### config.mk
export PLATFORM = sky130hd
export DESIGN_NAME = month_calendar_grid
export DESIGN_NICKNAME = d
export VERILOG_FILES = /design/src/rtl/mcg_pkg.sv /design/src/rtl/mcg_front.sv /design/src/rtl/mcg_queue.sv /design/src/rtl/mcg_back.sv /design/src/rtl/month_calendar_grid.sv
export SDC_FILE = /design/constraint.sdc
export NUM_CORES = 1
export LEC_CHECK = 0
export BUFFER_PORTS_ARGS = -buffer_cell sky130_fd_sc_hd__buf_2
export CORE_UTILIZATION = 57
export CTS_CLUSTER_SIZE = 12
export DETAILED_ROUTE_END_ITERATION = 16
export PLACE_DENSITY = 0.74
export SYNTH_ARGS = -nofsm -noshare
export SYNTH_HDL_FRONTEND = slang
export SYNTH_HIERARCHICAL = 1
export SYNTH_SLANG_ARGS = --single-unit
### constraint.sdc
create_clock -name clk_i -period 14.6 [get_ports clk_i]
set_input_delay 2.19 -clock clk_i [delete_from_list [all_inputs] [get_ports clk_i]]
set_output_delay 2.19 -clock clk_i [all_outputs]
set_load 0.05 [all_outputs]
### src/rtl/mcg_pkg.sv
// mcg_pkg: shared types, constants and tables for the month calendar grid
// no dependencies; imported by every module of the block
`timescale 1ns / 1ps

package mcg_pkg;

  // grid geometry
  localparam int CELL_COUNT_DEF = 37;
  localparam int WEEK_LEN       = 7;

  // field widths
  localparam int YEAR_W = 14;
  localparam int MONTH_W = 4;
  localparam int ROW_W = 3;
  localparam int COL_W = 3;
  localparam int DAY_W = 5;
  localparam int WDAY_W = 3;
  localparam int WS_W = 2;

  // queue between front and back
  localparam int QUEUE_DEPTH = 2;

  // front pipeline depth, items in flight count needs this many plus one codes
  localparam int FRONT_STAGES = 4;
  localparam int FLIGHT_W = 3;

  // floor(x / 25) = (x * RECIP_25) >> RECIP_SHIFT for x below 2^12
  localparam logic [12:0] RECIP_25 = 13'd5243;
  localparam int RECIP_SHIFT = 17;

  // week start codes
  localparam logic [WS_W-1:0] WS_SUNDAY   = 2'd0;
  localparam logic [WS_W-1:0] WS_MONDAY   = 2'd1;
  localparam logic [WS_W-1:0] WS_SATURDAY = 2'd2;

  // month codes that matter for the day count
  localparam logic [MONTH_W-1:0] MON_FEB = 4'd2;
  localparam logic [MONTH_W-1:0] MON_APR = 4'd4;
  localparam logic [MONTH_W-1:0] MON_JUN = 4'd6;
  localparam logic [MONTH_W-1:0] MON_SEP = 4'd9;
  localparam logic [MONTH_W-1:0] MON_NOV = 4'd11;

  // one queued word: weekday column of the 1st and length of the month
  typedef struct packed {
    logic [WDAY_W-1:0] start;
    logic [DAY_W-1:0]  days;
  } entry_t;

  // (2 + 2m + 3(m+1)/5) mod 7 for the shifted month m (3..15)
  function automatic logic [WDAY_W-1:0] month_term(input logic [MONTH_W-1:0] m);
    logic [WDAY_W-1:0] r;
    case (m)
      4'd3:    r = 3'd3;
      4'd4:    r = 3'd6;
      4'd5:    r = 3'd1;
      4'd6:    r = 3'd4;
      4'd7:    r = 3'd6;
      4'd8:    r = 3'd2;
      4'd9:    r = 3'd5;
      4'd10:   r = 3'd0;
      4'd11:   r = 3'd3;
      4'd12:   r = 3'd5;
      4'd13:   r = 3'd1;
      4'd14:   r = 3'd4;
      4'd15:   r = 3'd6;
      default: r = 3'd0;
    endcase
    return r;
  endfunction

endpackage

### src/rtl/mcg_front.sv
// mcg_front: four stage pipeline that turns year and month into the weekday
// of the 1st and the month length; depends on mcg_pkg
`timescale 1ns / 1ps

module mcg_front (
  input  logic                          clk_i,
  input  logic                          rst_ni,
  input  logic                          in_valid_i,
  input  logic [mcg_pkg::YEAR_W-1:0]    year_i,
  input  logic [mcg_pkg::MONTH_W-1:0]   month_i,
  input  logic [mcg_pkg::WS_W-1:0]      week_start_i,
  output logic                          push_o,
  output mcg_pkg::entry_t               push_entry_o,
  output logic [mcg_pkg::FLIGHT_W-1:0]  in_flight_o
);
  import mcg_pkg::*;

  // stage 1: shifted year and month
  logic                s1_v_q;
  logic [YEAR_W-1:0]   s1_year_q, s1_yv_q;
  logic [MONTH_W-1:0]  s1_month_q;
  logic [WDAY_W-1:0]   s1_mt_q;
  logic                s1_neg_q;
  // stage 2: century quotients
  logic                s2_v_q;
  logic [YEAR_W-1:0]   s2_year_q, s2_yv_q;
  logic [MONTH_W-1:0]  s2_month_q;
  logic [WDAY_W-1:0]   s2_mt_q;
  logic                s2_neg_q;
  logic [7:0]          s2_qy_q, s2_qv_q;
  // stage 3: weekday sum and day count
  logic                s3_v_q;
  logic [14:0]         s3_sum_q;
  logic [DAY_W-1:0]    s3_days_q;
  // stage 4: first octal fold
  logic                s4_v_q;
  logic [5:0]          s4_fold_q;
  logic [DAY_W-1:0]    s4_days_q;

  logic                adj;
  logic                neg;
  logic [YEAR_W-1:0]   yv_d;
  logic [MONTH_W-1:0]  ms_d;
  logic [24:0]         prod_y, prod_v;
  logic [12:0]         c100_chk;
  logic                div4, div100, div400, leap;
  logic [DAY_W-1:0]    days_d;
  logic [15:0]         sum_d;
  logic [5:0]          fold_d;
  logic [3:0]          fold2;
  logic [WDAY_W-1:0]   wday, start_d;

  // stage 1 logic: Jan and Feb count as months 13 and 14 of the year before
  always_comb begin
    adj  = (month_i <= MON_FEB);
    neg  = adj && (year_i == '0);
    ms_d = adj ? MONTH_W'(month_i + 4'd12) : month_i;
    if (neg) begin
      yv_d = '0;  // year -1 handled as a constant 6 later
    end else if (adj) begin
      yv_d = year_i - YEAR_W'(1);
    end else begin
      yv_d = year_i;
    end
  end

  always_ff @(posedge clk_i) begin
    s1_year_q  <= year_i;
    s1_yv_q    <= yv_d;
    s1_month_q <= month_i;
    s1_mt_q    <= month_term(ms_d);
    s1_neg_q   <= neg;
  end

  // stage 2: floor(y/100) = floor((y>>2)/25) by reciprocal
  assign prod_y = 25'(s1_year_q[YEAR_W-1:2]) * 25'(RECIP_25);
  assign prod_v = 25'(s1_yv_q[YEAR_W-1:2]) * 25'(RECIP_25);

  always_ff @(posedge clk_i) begin
    s2_year_q  <= s1_year_q;
    s2_yv_q    <= s1_yv_q;
    s2_month_q <= s1_month_q;
    s2_mt_q    <= s1_mt_q;
    s2_neg_q   <= s1_neg_q;
    s2_qy_q    <= prod_y[RECIP_SHIFT +: 8];
    s2_qv_q    <= prod_v[RECIP_SHIFT +: 8];
  end

  // stage 3: leap rule and weekday sum
  always_comb begin
    c100_chk = 13'({s2_qy_q, 4'b0}) + 13'({s2_qy_q, 3'b0}) + 13'(s2_qy_q);
    div4     = (s2_year_q[1:0] == 2'b00);
    div100   = div4 && (13'(s2_year_q[YEAR_W-1:2]) == c100_chk);
    div400   = div100 && (s2_qy_q[1:0] == 2'b00);
    leap     = (div4 && !div100) || div400;
    if (s2_month_q == MON_FEB) begin
      days_d = leap ? DAY_W'(29) : DAY_W'(28);
    end else if (s2_month_q == MON_APR || s2_month_q == MON_JUN ||
                 s2_month_q == MON_SEP || s2_month_q == MON_NOV) begin
      days_d = DAY_W'(30);
    end else begin
      days_d = DAY_W'(31);
    end
    sum_d = 16'(s2_yv_q) + 16'(s2_yv_q[YEAR_W-1:2]) - 16'(s2_qv_q)
          + 16'(s2_qv_q[7:2]) + 16'(s2_mt_q) + (s2_neg_q ? 16'd6 : 16'd0);
  end

  always_ff @(posedge clk_i) begin
    s3_sum_q  <= sum_d[14:0];
    s3_days_q <= days_d;
  end

  // stage 4: mod 7 by octal digit sums, since 8 = 1 mod 7
  assign fold_d = 6'(s3_sum_q[2:0]) + 6'(s3_sum_q[5:3]) + 6'(s3_sum_q[8:6])
                + 6'(s3_sum_q[11:9]) + 6'(s3_sum_q[14:12]);

  always_ff @(posedge clk_i) begin
    s4_fold_q <= fold_d;
    s4_days_q <= s3_days_q;
  end

  // output: second fold, final correction and week start shift
  always_comb begin
    fold2 = 4'(s4_fold_q[2:0]) + 4'(s4_fold_q[5:3]);
    wday  = (fold2 >= 4'd7) ? WDAY_W'(fold2 - 4'd7) : fold2[WDAY_W-1:0];
    case (week_start_i)
      WS_SATURDAY: start_d = (wday == 3'd6) ? 3'd0 : wday + 3'd1;
      WS_MONDAY:   start_d = (wday == 3'd0) ? 3'd6 : wday - 3'd1;
      default:     start_d = wday;
    endcase
  end

  always_ff @(posedge clk_i or negedge rst_ni) begin
    if (!rst_ni) begin
      s1_v_q <= 1'b0;
      s2_v_q <= 1'b0;
      s3_v_q <= 1'b0;
      s4_v_q <= 1'b0;
    end else begin
      s1_v_q <= in_valid_i;
      s2_v_q <= s1_v_q;
      s3_v_q <= s2_v_q;
      s4_v_q <= s3_v_q;
    end
  end

  assign push_o             = s4_v_q;
  assign push_entry_o.start = start_d;
  assign push_entry_o.days  = s4_days_q;
  assign in_flight_o = FLIGHT_W'(s1_v_q) + FLIGHT_W'(s2_v_q)
                     + FLIGHT_W'(s3_v_q) + FLIGHT_W'(s4_v_q);

endmodule

### src/rtl/mcg_queue.sv
// mcg_queue: small fifo of month words between front and back
// depends on mcg_pkg
`timescale 1ns / 1ps

module mcg_queue (
  input  logic                                     clk_i,
  input  logic                                     rst_ni,
  input  logic                                     push_i,
  input  mcg_pkg::entry_t                          push_entry_i,
  input  logic                                     pop_i,
  output mcg_pkg::entry_t                          head_o,
  output logic                                     empty_o,
  output logic [$clog2(mcg_pkg::QUEUE_DEPTH+1)-1:0] count_o
);
  import mcg_pkg::*;

  localparam int PW = (QUEUE_DEPTH > 1) ? $clog2(QUEUE_DEPTH) : 1;
  localparam int CW = $clog2(QUEUE_DEPTH + 1);

  entry_t          mem_q [QUEUE_DEPTH];
  logic [PW-1:0]   wr_ptr_q, rd_ptr_q;
  logic [CW-1:0]   count_q;
  logic            do_pop;

  assign do_pop = pop_i && (count_q != '0);

  always_ff @(posedge clk_i) begin
    if (push_i) begin
      mem_q[wr_ptr_q] <= push_entry_i;
    end
  end

  always_ff @(posedge clk_i or negedge rst_ni) begin
    if (!rst_ni) begin
      wr_ptr_q <= '0;
      rd_ptr_q <= '0;
      count_q  <= '0;
    end else begin
      if (push_i) begin
        wr_ptr_q <= (wr_ptr_q == PW'(QUEUE_DEPTH - 1)) ? '0 : wr_ptr_q + PW'(1);
      end
      if (do_pop) begin
        rd_ptr_q <= (rd_ptr_q == PW'(QUEUE_DEPTH - 1)) ? '0 : rd_ptr_q + PW'(1);
      end
      if (push_i && !do_pop) begin
        count_q <= count_q + CW'(1);
      end else if (do_pop && !push_i) begin
        count_q <= count_q - CW'(1);
      end
    end
  end

  assign head_o  = mem_q[rd_ptr_q];
  assign empty_o = (count_q == '0);
  assign count_o = count_q;

endmodule

### src/rtl/mcg_back.sv
// mcg_back: cell sequencer that walks the grid one cell a cycle
// depends on mcg_pkg
`timescale 1ns / 1ps

module mcg_back #(
  parameter int CELL_COUNT = mcg_pkg::CELL_COUNT_DEF
) (
  input  logic                          clk_i,
  input  logic                          rst_ni,
  input  mcg_pkg::entry_t               head_i,
  input  logic                          empty_i,
  output logic                          pop_o,
  output logic                          strobe_o,
  output logic [mcg_pkg::ROW_W-1:0]     row_o,
  output logic [mcg_pkg::COL_W-1:0]     column_o,
  output logic [mcg_pkg::DAY_W-1:0]     day_o,
  output logic                          last_o
);
  import mcg_pkg::*;

  localparam int NW = $clog2(CELL_COUNT);

  logic               active_q;
  logic [NW-1:0]      n_q;
  logic [ROW_W-1:0]   row_q;
  logic [COL_W-1:0]   col_q;
  entry_t             cur_q;
  logic               at_last;
  logic [NW:0]        rel;

  assign at_last = (n_q == NW'(CELL_COUNT - 1));
  assign pop_o   = !empty_i && (!active_q || at_last);

  always_ff @(posedge clk_i) begin
    if (pop_o) begin
      cur_q <= head_i;
    end
  end

  always_ff @(posedge clk_i or negedge rst_ni) begin
    if (!rst_ni) begin
      active_q <= 1'b0;
      n_q      <= '0;
      row_q    <= '0;
      col_q    <= '0;
    end else if (pop_o) begin
      active_q <= 1'b1;
      n_q      <= '0;
      row_q    <= '0;
      col_q    <= '0;
    end else if (active_q) begin
      if (at_last) begin
        active_q <= 1'b0;
      end
      n_q <= n_q + NW'(1);
      if (col_q == COL_W'(WEEK_LEN - 1)) begin
        col_q <= '0;
        row_q <= row_q + ROW_W'(1);
      end else begin
        col_q <= col_q + COL_W'(1);
      end
    end
  end

  // day number relative to the 1st, blank outside the month
  always_comb begin
    rel = (NW+1)'(n_q) - (NW+1)'(cur_q.start) + (NW+1)'(1);
    if (n_q < NW'(cur_q.start) || rel > (NW+1)'(cur_q.days)) begin
      day_o = '0;
    end else begin
      day_o = rel[DAY_W-1:0];
    end
  end

  assign strobe_o = active_q;
  assign row_o    = row_q;
  assign column_o = col_q;
  assign last_o   = at_last;

endmodule

### src/rtl/month_calendar_grid.sv
// month_calendar_grid: top level of the month calendar layout block
// depends on mcg_pkg, mcg_front, mcg_queue and mcg_back
`timescale 1ns / 1ps

// A request names a year and a month and is taken at a clock edge where start
// is high and busy is low. The block answers with CELL_COUNT grid words, one
// per cycle, in row-major order with seven columns per row; each word is valid
// for exactly one cycle while result_strobe_o is high, and last_o marks the
// final one. The receiver cannot stall the stream, so it must take every word
// as it appears. A taken request passes through the registered stages of
// calendar arithmetic into the queue; the first word of its grid is out in
// the cycle after the cell sequencer takes it from the queue. From then on
// the sequencer sets the pace: it takes the next month as it sends the last
// word of a grid, with no gap between grids while months are queued. Up to
// two months may be pending beyond the one being sent, and busy rises while
// that room is used up. The week start register is written with cfg_we_i
// and may only change while no request is pending or in flight.

module month_calendar_grid #(
  parameter int CELL_COUNT = mcg_pkg::CELL_COUNT_DEF
) (
  input  logic                          clk_i,
  input  logic                          rst_ni,
  // request
  input  logic                          start,
  output logic                          busy,
  input  logic [mcg_pkg::YEAR_W-1:0]    year_i,
  input  logic [mcg_pkg::MONTH_W-1:0]   month_i,
  // configuration
  input  logic                          cfg_we_i,
  input  logic [mcg_pkg::WS_W-1:0]      cfg_wdata_i,
  // grid words
  output logic                          result_strobe_o,
  output logic [mcg_pkg::ROW_W-1:0]     row_o,
  output logic [mcg_pkg::COL_W-1:0]     column_o,
  output logic [mcg_pkg::DAY_W-1:0]     day_o,
  output logic                          last_o
);
  import mcg_pkg::*;

  localparam int QCW = $clog2(QUEUE_DEPTH + 1);

  logic [WS_W-1:0]     week_start_q;
  logic                accept;
  logic                push;
  entry_t              push_entry;
  entry_t              head;
  logic                empty;
  logic                pop;
  logic [FLIGHT_W-1:0] in_flight;
  logic [QCW-1:0]      q_count;
  logic [FLIGHT_W:0]   pending;

  // week start register: 0 sunday, 1 monday, 2 saturday
  always_ff @(posedge clk_i or negedge rst_ni) begin
    if (!rst_ni) begin
      week_start_q <= WS_SUNDAY;
    end else if (cfg_we_i) begin
      week_start_q <= cfg_wdata_i;
    end
  end

  // credit check: every request in the front pipe already owns a queue slot,
  // so the pipe never has to stall
  assign pending = (FLIGHT_W+1)'(in_flight) + (FLIGHT_W+1)'(q_count);
  assign busy    = (pending >= (FLIGHT_W+1)'(QUEUE_DEPTH));
  assign accept  = start && !busy;

  // front: calendar arithmetic
  mcg_front u_front (
    .clk_i        (clk_i),
    .rst_ni       (rst_ni),
    .in_valid_i   (accept),
    .year_i       (year_i),
    .month_i      (month_i),
    .week_start_i (week_start_q),
    .push_o       (push),
    .push_entry_o (push_entry),
    .in_flight_o  (in_flight)
  );

  // pending months between the two halves
  mcg_queue u_queue (
    .clk_i        (clk_i),
    .rst_ni       (rst_ni),
    .push_i       (push),
    .push_entry_i (push_entry),
    .pop_i        (pop),
    .head_o       (head),
    .empty_o      (empty),
    .count_o      (q_count)
  );

  // back: one grid word per cycle
  mcg_back #(
    .CELL_COUNT (CELL_COUNT)
  ) u_back (
    .clk_i    (clk_i),
    .rst_ni   (rst_ni),
    .head_i   (head),
    .empty_i  (empty),
    .pop_o    (pop),
    .strobe_o (result_strobe_o),
    .row_o    (row_o),
    .column_o (column_o),
    .day_o    (day_o),
    .last_o   (last_o)
  );

endmodule
# Word level (Yosys, flattened, before mapping)
# Memories as Yosys holds them, arrays and structs flattened. A register that Yosys moved wholly into a read port is not among the register bits.
# Index checks and enable logic that the tools add are counted.
[op_classes] n_lt_le_gt_ge=5 mux=28 add_sub_neg=30 n_eq_ne=11 mul=2 n_reduce_logical=31
[ops] operator="$mul A12 B13 Y25 const B" n=2
[ops] operator="$mux W3" n=10
[ops] operator="$add A6 B3 Y6" n=3
[ops] operator="$add A14 B12 Y15" n=1
[ops] operator="$add A15 B15 Y15" n=1
[ops] operator="$add A15 B3 Y15" n=1
[ops] operator="$add A15 B6 Y15" n=1
[ops] operator="$sub A15 B8 Y15" n=1
[ops] operator="$logic_not A14 Y1" n=1
[ops] operator="$mux W14" n=1
[ops] operator="$sub A14 B1 Y14 const B" n=1
[ops] operator="$add A12 B11 Y13" n=1
[ops] operator="$add A13 B8 Y13" n=1
[ops] operator="$eq A12 B13 Y1" n=1
[ops] operator="$mux W6" n=2
[ops] operator="$mux W5" n=2
[ops] operator="$add A3 B1 Y3 const B" n=3
[ops] operator="$logic_and A1 B1 Y1" n=9
[ops] operator="$mux W1" n=9
[ops] operator="$add A3 B3 Y4" n=2
[ops] operator="$eq A4 B3 Y1 const B" n=2
[ops] operator="$eq A4 B4 Y1 const B" n=2
[ops] operator="$reduce_bool A2 Y1" n=4
[ops] operator="$add A7 B1 Y7 const B" n=1
[ops] operator="other kinds (29)" n=45
[word_totals] n_memories=2 rom_bits=48 reg_bits=139 output_inout_bits=14 ram_bits=16
[memory_table] memory="(name not given)" words=16 word_bits=3 rd=1 rd_ports_with_merged_regs=1 write_ports=0 line="mcg_pkg.sv:52" rtl="case (m)"
[memory_table] memory="u_queue.mem_q" words=2 word_bits=8 rd=1 rd_ports_with_merged_regs=1 write_ports=1 line="mcg_queue.sv:20" rtl="entry_t mem_q [QUEUE_DEPTH];"

# Logic depth before layout (Yosys ltp)
# Gate-level depths: netlist of the first run.
[logic_depth] depth_word=9 mapped_depth=19 ltp_nobuf=19

# By module
# The synthesis of the first run kept the hierarchy.
[modules_own_cells] mod="mcg_front" cells_per_inst=1082 instances=1 seq_area_each_um2=2362.3 area_each_um2=10859.2
[modules_own_cells] mod="mcg_back" cells_per_inst=142 instances=1 seq_area_each_um2=565.5 area_each_um2=1425.1
[modules_own_cells] mod="mcg_queue" cells_per_inst=40 instances=1 seq_area_each_um2=580.6 area_each_um2=760.7
[modules_own_cells] mod="month_calendar_grid" cells_per_inst=13 instances=1 seq_area_each_um2=50.0 area_each_um2=161.4

# Least setup slack after synthesis of the first run
# OpenSTA, ideal clock, no wires.
[synth_path] path_type="register to output" from="register u_back.n_q[2]" to="output port day_o[4] (netlist bit)" path_slack_ns=8.940 path_buffers=0 arrival_ns=3.470 stages_incl_launch_ff=11 required_time_ns=12.410 cell_sequence="dfrtp_1 -> ha_1 -> ha_1 -> a21oi_1 -> o21bai_1 -> xor2_1 -> ha_1 -> a21oi_1 -> and3b_1 -> o2111ai_1 -> nor3b_1"
[synth_via] elab_chain_len=5 elab_cells_between_ends=6 classes_between="2 x add/sub; 2 x order compare; 1 x mux; 1 x reduce/logical"
[synth_lines] item="from (decl)" line="mcg_back.sv:24" rtl="logic [NW-1:0] n_q;"
[synth_lines] item="from (signal assigned)" line="mcg_back.sv:55" rtl="n_q <= n_q + NW'(1);"
[synth_lines] item="$sub A6 B3 Y7" line="mcg_back.sv:67" rtl="rel = (NW+1)'(n_q) - (NW+1)'(cur_q.start) + (NW+1)'(1);"
[synth_lines] item="$add A7 B1 Y7" line="mcg_back.sv:67"
[synth_lines] item="$gt A7 B5 Y1" line="mcg_back.sv:68" rtl="if (n_q < NW'(cur_q.start) || rel > (NW+1)'(cur_q.days)) begin"
[synth_lines] item="$logic_or A1 B1 Y1" line="mcg_back.sv:68"
[synth_lines] item="$mux W5 (*)" line="mcg_back.sv:68"
[synth_lines] item="to (decl)" line="month_calendar_grid.sv:36" rtl="output logic [mcg_pkg::DAY_W-1:0] day_o,"
# Mark *: on every way between the ends. The rest lies on a longest branch, timed or not.

# Worst setup path in the final report of the first run
[layout_path] from="register u_back.n_q[2]" to="output port day_o[2] (netlist bit)"
# The elaborated chain is that of the path after synthesis.

==> results.toml, run 1 <==
[run_status]
status = "completed"

[power_and_ir_drop]
ir_drop_v = 0.0001292
p_per_area_nw_per_um2 = 232.4
power.leakage_nw = 7.433
power.total_w = 0.003318

[worst_setup_path]
setup.worst_path.end_class = "output pin"
critPathKind = "flip-flop to output pin"
cp_data_arrival_time_ns = 3.52
rrSetupSlack_ns = 9.40
required_ns = 12.41
path_max_fanout = 5
start_kind = "flip-flop"

[synthesis]
async_flop_share = 0.1438
synthFlopType = "dfxtp_1"
synth_seq_cells = 160
syn-cell-area_um2 = 13210
syn-mean-instance-area_um2 = 10.34
synth_top_area_share = 0.2492
ys_top_cells_by_area = "ha_1 (25%), fa_1 (19%), dfxtp_1 (17%)"
seq_area_frac_synth = 0.2694
synth_cell_types = 73
synth_edf_count = 24
ys_warn_count = 6
syn_inst = 1277
yosysTopAreaCell = "ha_1"

[cts]
clock-root-buffer = "clkbuf_16"
cts_buffer_depth = 2
postCtsResizedCells = 0
cts-htree-levels = 4
cts_hold_buffers = 0
cts.sinks = 160
cts-buffers-inserted = 17
clk_pin_slew_ns = 0.07
clkLatencyLatePin_ns = 0.42
cts_setup_buffers = 0
cts_tree = "built"

[floorplan]
fp.dieArea_um2 = 23780
initial_core_util = 0.5815
io_pins = 38
core-area_um2 = 22710
die_width_um = 154.2
std_cell_rows = 55
dieHeight_um = 154.2

[routing]
avgViaCountPerCell = 5.089
drtIter0Drc = 393
wl_per_cell_um = 13.44
drc = 0
antenna_left = 0
vias = 8269
routed_wl_um = 21830
drt_pass1_iterations = 4

[sta]
final.period_utilization = 0.3911
slew_violations = 0
min_period_ns = 5.710
finalWorstSetupSlack_ns = 8.890
max_freq_ghz = 0.1751
setup_viol = 0
tightest_slew_ns = 1.092
fin_skew_ns = 0.006543
hold_viol = 0
maxSlewHeadroom = 0.2717
finalSetupTns_ns = 0
rsz0062_at_grt = "false"

[finish]
mostFrequentLayoutCells = "inv_1 (323), ha_1 (263), fa_1 (124)"
areaGrowthSynthToFinish_pct = 8.110
num_antenna_cells = 0
num-fill-cells = 1865
drive_gt1_frac = 0.07612
final_common_cell = "inv_1"
nets = 1738

[global_routing]
grt_max_degree = 24
overflow = 0
grt_pass1_wl_um = 38730
grt_antenna_before_repair = 0
grt_usage = 0.2039
grt_pass1_vias = 8610

[job]
maxCapViolCount = 0

[place]
globalplace.congestion = 0.8487
io_buffers = 37
dpl_worst_slack_ns = 9.341
place_hpwl_um = 18600

[min_path]
hold_path.class = "flip-flop to flip-flop"
final cells by class:
class	count	area, um^2	area share
inverters	323	1212	0.08492
multi-input cells	788	8387	0.5874
flip-flops and latches	160	3558	0.2492
repair buffers	37	185.2	0.01297
clock inverters	14	148.9	0.01043
well taps	285	356.6	0.02498
clock buffers	18	429.2	0.03006
synth_stat cells, drive strengths merged (3+ instances only):
cell type	number
nor2	49
nand3	14
buf	8
fa	124
a21o	7
nor4	5
or3	4
nand4	7
nand2b	6
nand2	37
nor3	19
nand3b	4
a21boi	3
dfrtp	23
xor2	21
a21oi	40
edfxtp	24
inv	323
ha	263
o21bai	4
nor2b	11
or2	6
a31oi	4
o21ai	35
o211ai	3
dfxtp	113
o221ai	3
xnor2	51
and2	5
mux2	13
o2111ai	3
o21a	4
a211oi	5
o31ai	4
routing by layer:
metal | GRT usage | share of wire | vias up
li1 | - | - | 4189
met5 | 0 | 0 | -
met1 | 0.2628 | 0.47 | 3966
met3 | 0.02802 | 0.023 | 22
met2 | 0.3569 | 0.49 | 92
met4 | 0.06048 | 0.016 | 0
critical path, stage by stage, from the launching register on:
cell	delay [ns]
dfrtp_1	0.45
ha_1	0.38
ha_1	0.30
a21oi_1	0.06
o21bai_1	0.24
xor2_1	0.21
ha_1	0.27
a21oi_1	0.16
and3b_1	0.18
o2111ai_1	0.26
nor3_1	0.28
buf_2	0.30
metrics by stage:
step             util  cell area [um^2]  cells  hold WS (ns)
2_1_floorplan       -             13210   1279        0.3096
3_3_place_gp   0.6033             13700   1593        0.3106
3_5_place_dp   0.6033             13700   1593        0.3121
4_1_cts        0.6287             14280   1625        0.3271
5_1_grt        0.6287             14280   1625        0.3362
6_report       0.6287             14280   1625        0.3273
worst paths after layout:
path,start,end,cells past startpoint
hold reg to reg,u_front/s1_mt_q[1]$_DFF_P_,u_front/s2_mt_q[1]$_DFF_P_,0
setup reg to reg,u_front/s1_year_q[8]$_DFF_P_,u_front/s2_qy_q[4]$_DFF_P_,17
max in group asynchronous,rst_ni,week_start_q[1]$_DFFE_PN0P_,1
setup / recovery,u_back/n_q[2]$_DFFE_PN0P_,day_o[2],11
min in group asynchronous,rst_ni,u_back/n_q[4]$_DFFE_PN0P_,1
hold / removal,u_front/s1_mt_q[1]$_DFF_P_,u_front/s2_mt_q[1]$_DFF_P_,0
where the power goes:
group          leakage (nW)  internal, W  switching (W)  total [W]
combinational          5.71     0.000989        0.00122    0.00220
clock                 0.281     0.000241       0.000187   0.000428
sequential             1.44     0.000590      0.0000960   0.000686
total                  7.43      0.00182        0.00150    0.00332
flip-flops by register name, indices dropped and copies added, names as in the netlist, 6 cells and up:
name               cells
u_back/cur_q           8
u_front/s2_qy_q        8
u_front/s2_qv_q        8
u_back/n_q             6
u_front/s2_year_q     14
u_front/s3_sum_q      15
u_front/s1_yv_q       14
u_front/s4_fold_q      6
u_queue/mem_q         16
u_front/s2_yv_q       14
u_front/s1_year_q     14
kinds of logic after synthesis:
group | count (synthesis) | share of synthesized area
buffers and inverters | 331 | 0.09607
muxes | 15 | 0.01260
and+or+nand+nor | 179 | 0.07021
AOI/OAI and AO/OA | 132 | 0.06594
adders and majority gates | 387 | 0.4371
DFF | 160 | 0.2694
other | 1 | 0.0002840
xor gates and xnor gates | 72 | 0.04832
Power figures use the tool's default switching activity.
==> run 2: changes to the inputs <==
- ABC_AREA: not set -> 1
- clock period: 14.6 -> 5.93 ns (I/O delays scaled with it)
==> run 2 against run 1 <==
  * Sequential cell count did not move
  * Die area is 9.6% higher
  * Final cell count rose by 28%
  * Hold slack improved by 0.0013 ns
  * Critical path depth is 9 higher
  * Non-clock buffer count did not move
  * Sequential share of layout area shrank 2.2 points
  * Synthesized cell count up 32%
  * First-iteration DRC count rose by 25%
  * Wire length grew 33%
  * Setup slack lost 7.6 ns
  * Critical endpoint is now u_front/s2_qy_q[3]$_DFF_P_
  * Highest routed layer unchanged
==> results.toml, run 2 <==
[worst_setup_path]
path_max_fanout = 6
start_kind = "flip-flop"
reg2reg_depth = 20
cpPeakStageDelay_ns = 0.59
cp_data_arrival_time_ns = 4.95
critPathKind = "flip-flop to flip-flop"
required_ns = 6.26
cp_cell_sequence = "inv_1, fa_1, fa_1, fa_1, inv_1, fa_1, inv_1, fa_1, inv_1, ha_1, nand2_1, nor2_1, nor2_1, inv_1, a21oi_1, nand2_1, nand2_1, nand2_1, nand2_1, nand2_1"
setup.worst_path.end_class = "flip-flop"
crit_buf_inv = 5
cpMostUsedCell = "nand2_1"
crit_slowest_cell = "fa_1"
cp.depth = 20
critPathTopFamily = "adder cells"

[synthesis]
syn_inst = 1685
synthTopCellsByCount = "inv_1 (428), nand2_1 (272), ha_1 (263)"
syn-cell-area_um2 = 14490
ys_warn_count = 6
yosysTopAreaCell = "ha_1"
ys_top_cells_by_area = "ha_1 (23%), fa_1 (17%), dfxtp_1 (16%)"
synthFlopType = "dfxtp_1"
async_flop_share = 0.1438
synth_seq_cells = 160
synth_cell_types = 52
synth_top_area_share = 0.2272
synth_edf_count = 24
syn-mean-instance-area_um2 = 8.597
seq_area_frac_synth = 0.2456
synth.most_common_cell = "inv_1"

[cts]
cts_tree = "built"
postCtsResizedCells = 0
cts-buffers-inserted = 17
cts_hold_buffers = 0
cts_setup_buffers = 0
cts.sinks = 160
clock-root-buffer = "clkbuf_16"
cts-htree-levels = 4
clkLatencyLatePin_ns = 0.43
clk_pin_slew_ns = 0.07
cts_buffer_depth = 2

[routing]
routed_wl_um = 29100
wl_per_cell_um = 14.03
avgViaCountPerCell = 5.065
vias = 10510
drt_pass1_iterations = 5
antenna_left = 0
drtIter0Drc = 490
drc = 0

[finish]
final_cells = 2074
final_common_cell = "inv_1"
top_regs = "u_queue/mem_q (16), u_front/s3_sum_q (15)"
mostFrequentLayoutCells = "inv_1 (428), nand2_1 (272), ha_1 (263)"
areaGrowthSynthToFinish_pct = 8.197
drive_gt1_frac = 0.06457
largest_register_ffs = 16
regMostFlops = "u_queue/mem_q"
num_antenna_cells = 0
nets = 2148

[floorplan]
io_pins = 38
initial_core_util = 0.5888
dieHeight_um = 161.4
core-area_um2 = 24600
std_cell_rows = 57
fp.dieArea_um2 = 26060
die_width_um = 161.4

[sta]
hold_viol = 0
tightest_slew_ns = 0.7008
final.period_utilization = 0.7794
maxSlewHeadroom = 0.5311
finalSetupTns_ns = 0
min_period_ns = 4.622
setup_viol = 0
fin_skew_ns = 0.01182
slew_violations = 0
rsz0062_at_grt = "false"
max_freq_ghz = 0.2164

[job]
maxCapViolCount = 0

[global_routing]
grt_pass1_vias = 10740
grt_antenna_before_repair = 0
grt_pass1_wl_um = 48820
grt_usage = 0.2361
grt_max_degree = 24
overflow = 0

[place]
io_buffers = 37
place_hpwl_um = 24860
dp_cells = 2042
globalplace.congestion = 0.9583

[min_path]
min_path_cells = 0
hold_path.class = "flip-flop to flip-flop"

[run_status]
status = "completed"
==> run 2: changes by cell type in the layout (fill, tap and decap cells not counted), moves of 9 or more <==
cell	previous run	this run
a21oi_1	38	70
inv_2	0	9
nand3_1	14	71
inv_1	323	428
mux2_2	13	2
nand2_1	37	272
xnor2_1	50	13
nor3_1	18	9
nor2b_1	11	0
nor2_1	49	91
nand4_1	6	23
==> run 2: worst paths after layout <==
check | start | end | slack, ns
min in group asynchronous | rst_ni | u_back/n_q[4]$_DFFE_PN0P_ | 0.43
max in group asynchronous | rst_ni | u_queue/wr_ptr_q$_DFFE_PN0P_ | 5.12
hold reg to reg | u_front/s1_month_q[3]$_DFF_P_ | u_front/s2_month_q[3]$_DFF_P_ | 0.33
setup reg to reg | u_front/s1_year_q[8]$_DFF_P_ | u_front/s2_qy_q[3]$_DFF_P_ | 1.31
setup / recovery | u_front/s1_year_q[8]$_DFF_P_ | u_front/s2_qy_q[3]$_DFF_P_ | 1.31
hold / removal | u_front/s1_month_q[3]$_DFF_P_ | u_front/s2_month_q[3]$_DFF_P_ | 0.33
==> run 2: layer usage <==
metal / track usage / share of wire
met1: 0.3039 / 0.47
met4: 0.06475 / 0.016
met5: 0 / 0
met2: 0.4171 / 0.49
met3: 0.02902 / 0.033
==> run 2: final cells by class <==
type | count | area [um^2]
clock inverters | 15 | 210.2
well taps | 324 | 405.4
multi-input cells | 1083 | 9243
inverters | 438 | 1647
clock buffers | 17 | 425.4
flip-flops and latches | 160 | 3558
fillers | 2116 | 8931
repair buffers | 37 | 185.2
==> run 2: cell families after synthesis <==
group | Yosys count | synth area share
simple gates | 500 | 0.1520
buf+inv | 444 | 0.1169
fa+ha+maj | 387 | 0.3985
flops | 160 | 0.2456
compound gates | 153 | 0.06167
xor+xnor | 38 | 0.02349
mux | 2 | 0.001555
other cells | 1 | 0.0002589
==> run 2: worst register-to-register path: cells and delay by family, from the launching register on <==
kind                       cells  cell delay, ns
adders and majority gates      6            2.93
AOI/OAI and AO/OA              1            0.16
DFF                            1            0.46
and+or+nand+nor                8            0.66
buffers and inverters          5            0.32
==> run 2: per-stage QoR <==
stage               setup slack, ns  area (um^2)  hold WS, ns    util
finish                        1.308        15670       0.3286  0.6370
global placement              1.475        15040       0.3106  0.6112
CTS                           1.349        15670       0.3298  0.6370
floorplan                     1.635        14490       0.3096       -
global route                  1.040        15670       0.3329  0.6370
detailed placement            1.364        15040       0.3135  0.6112
Power of run 2 is left out: the tool's default activity adds up to more than one toggle a clock period on the data nets, which glitch-free logic cannot reach.
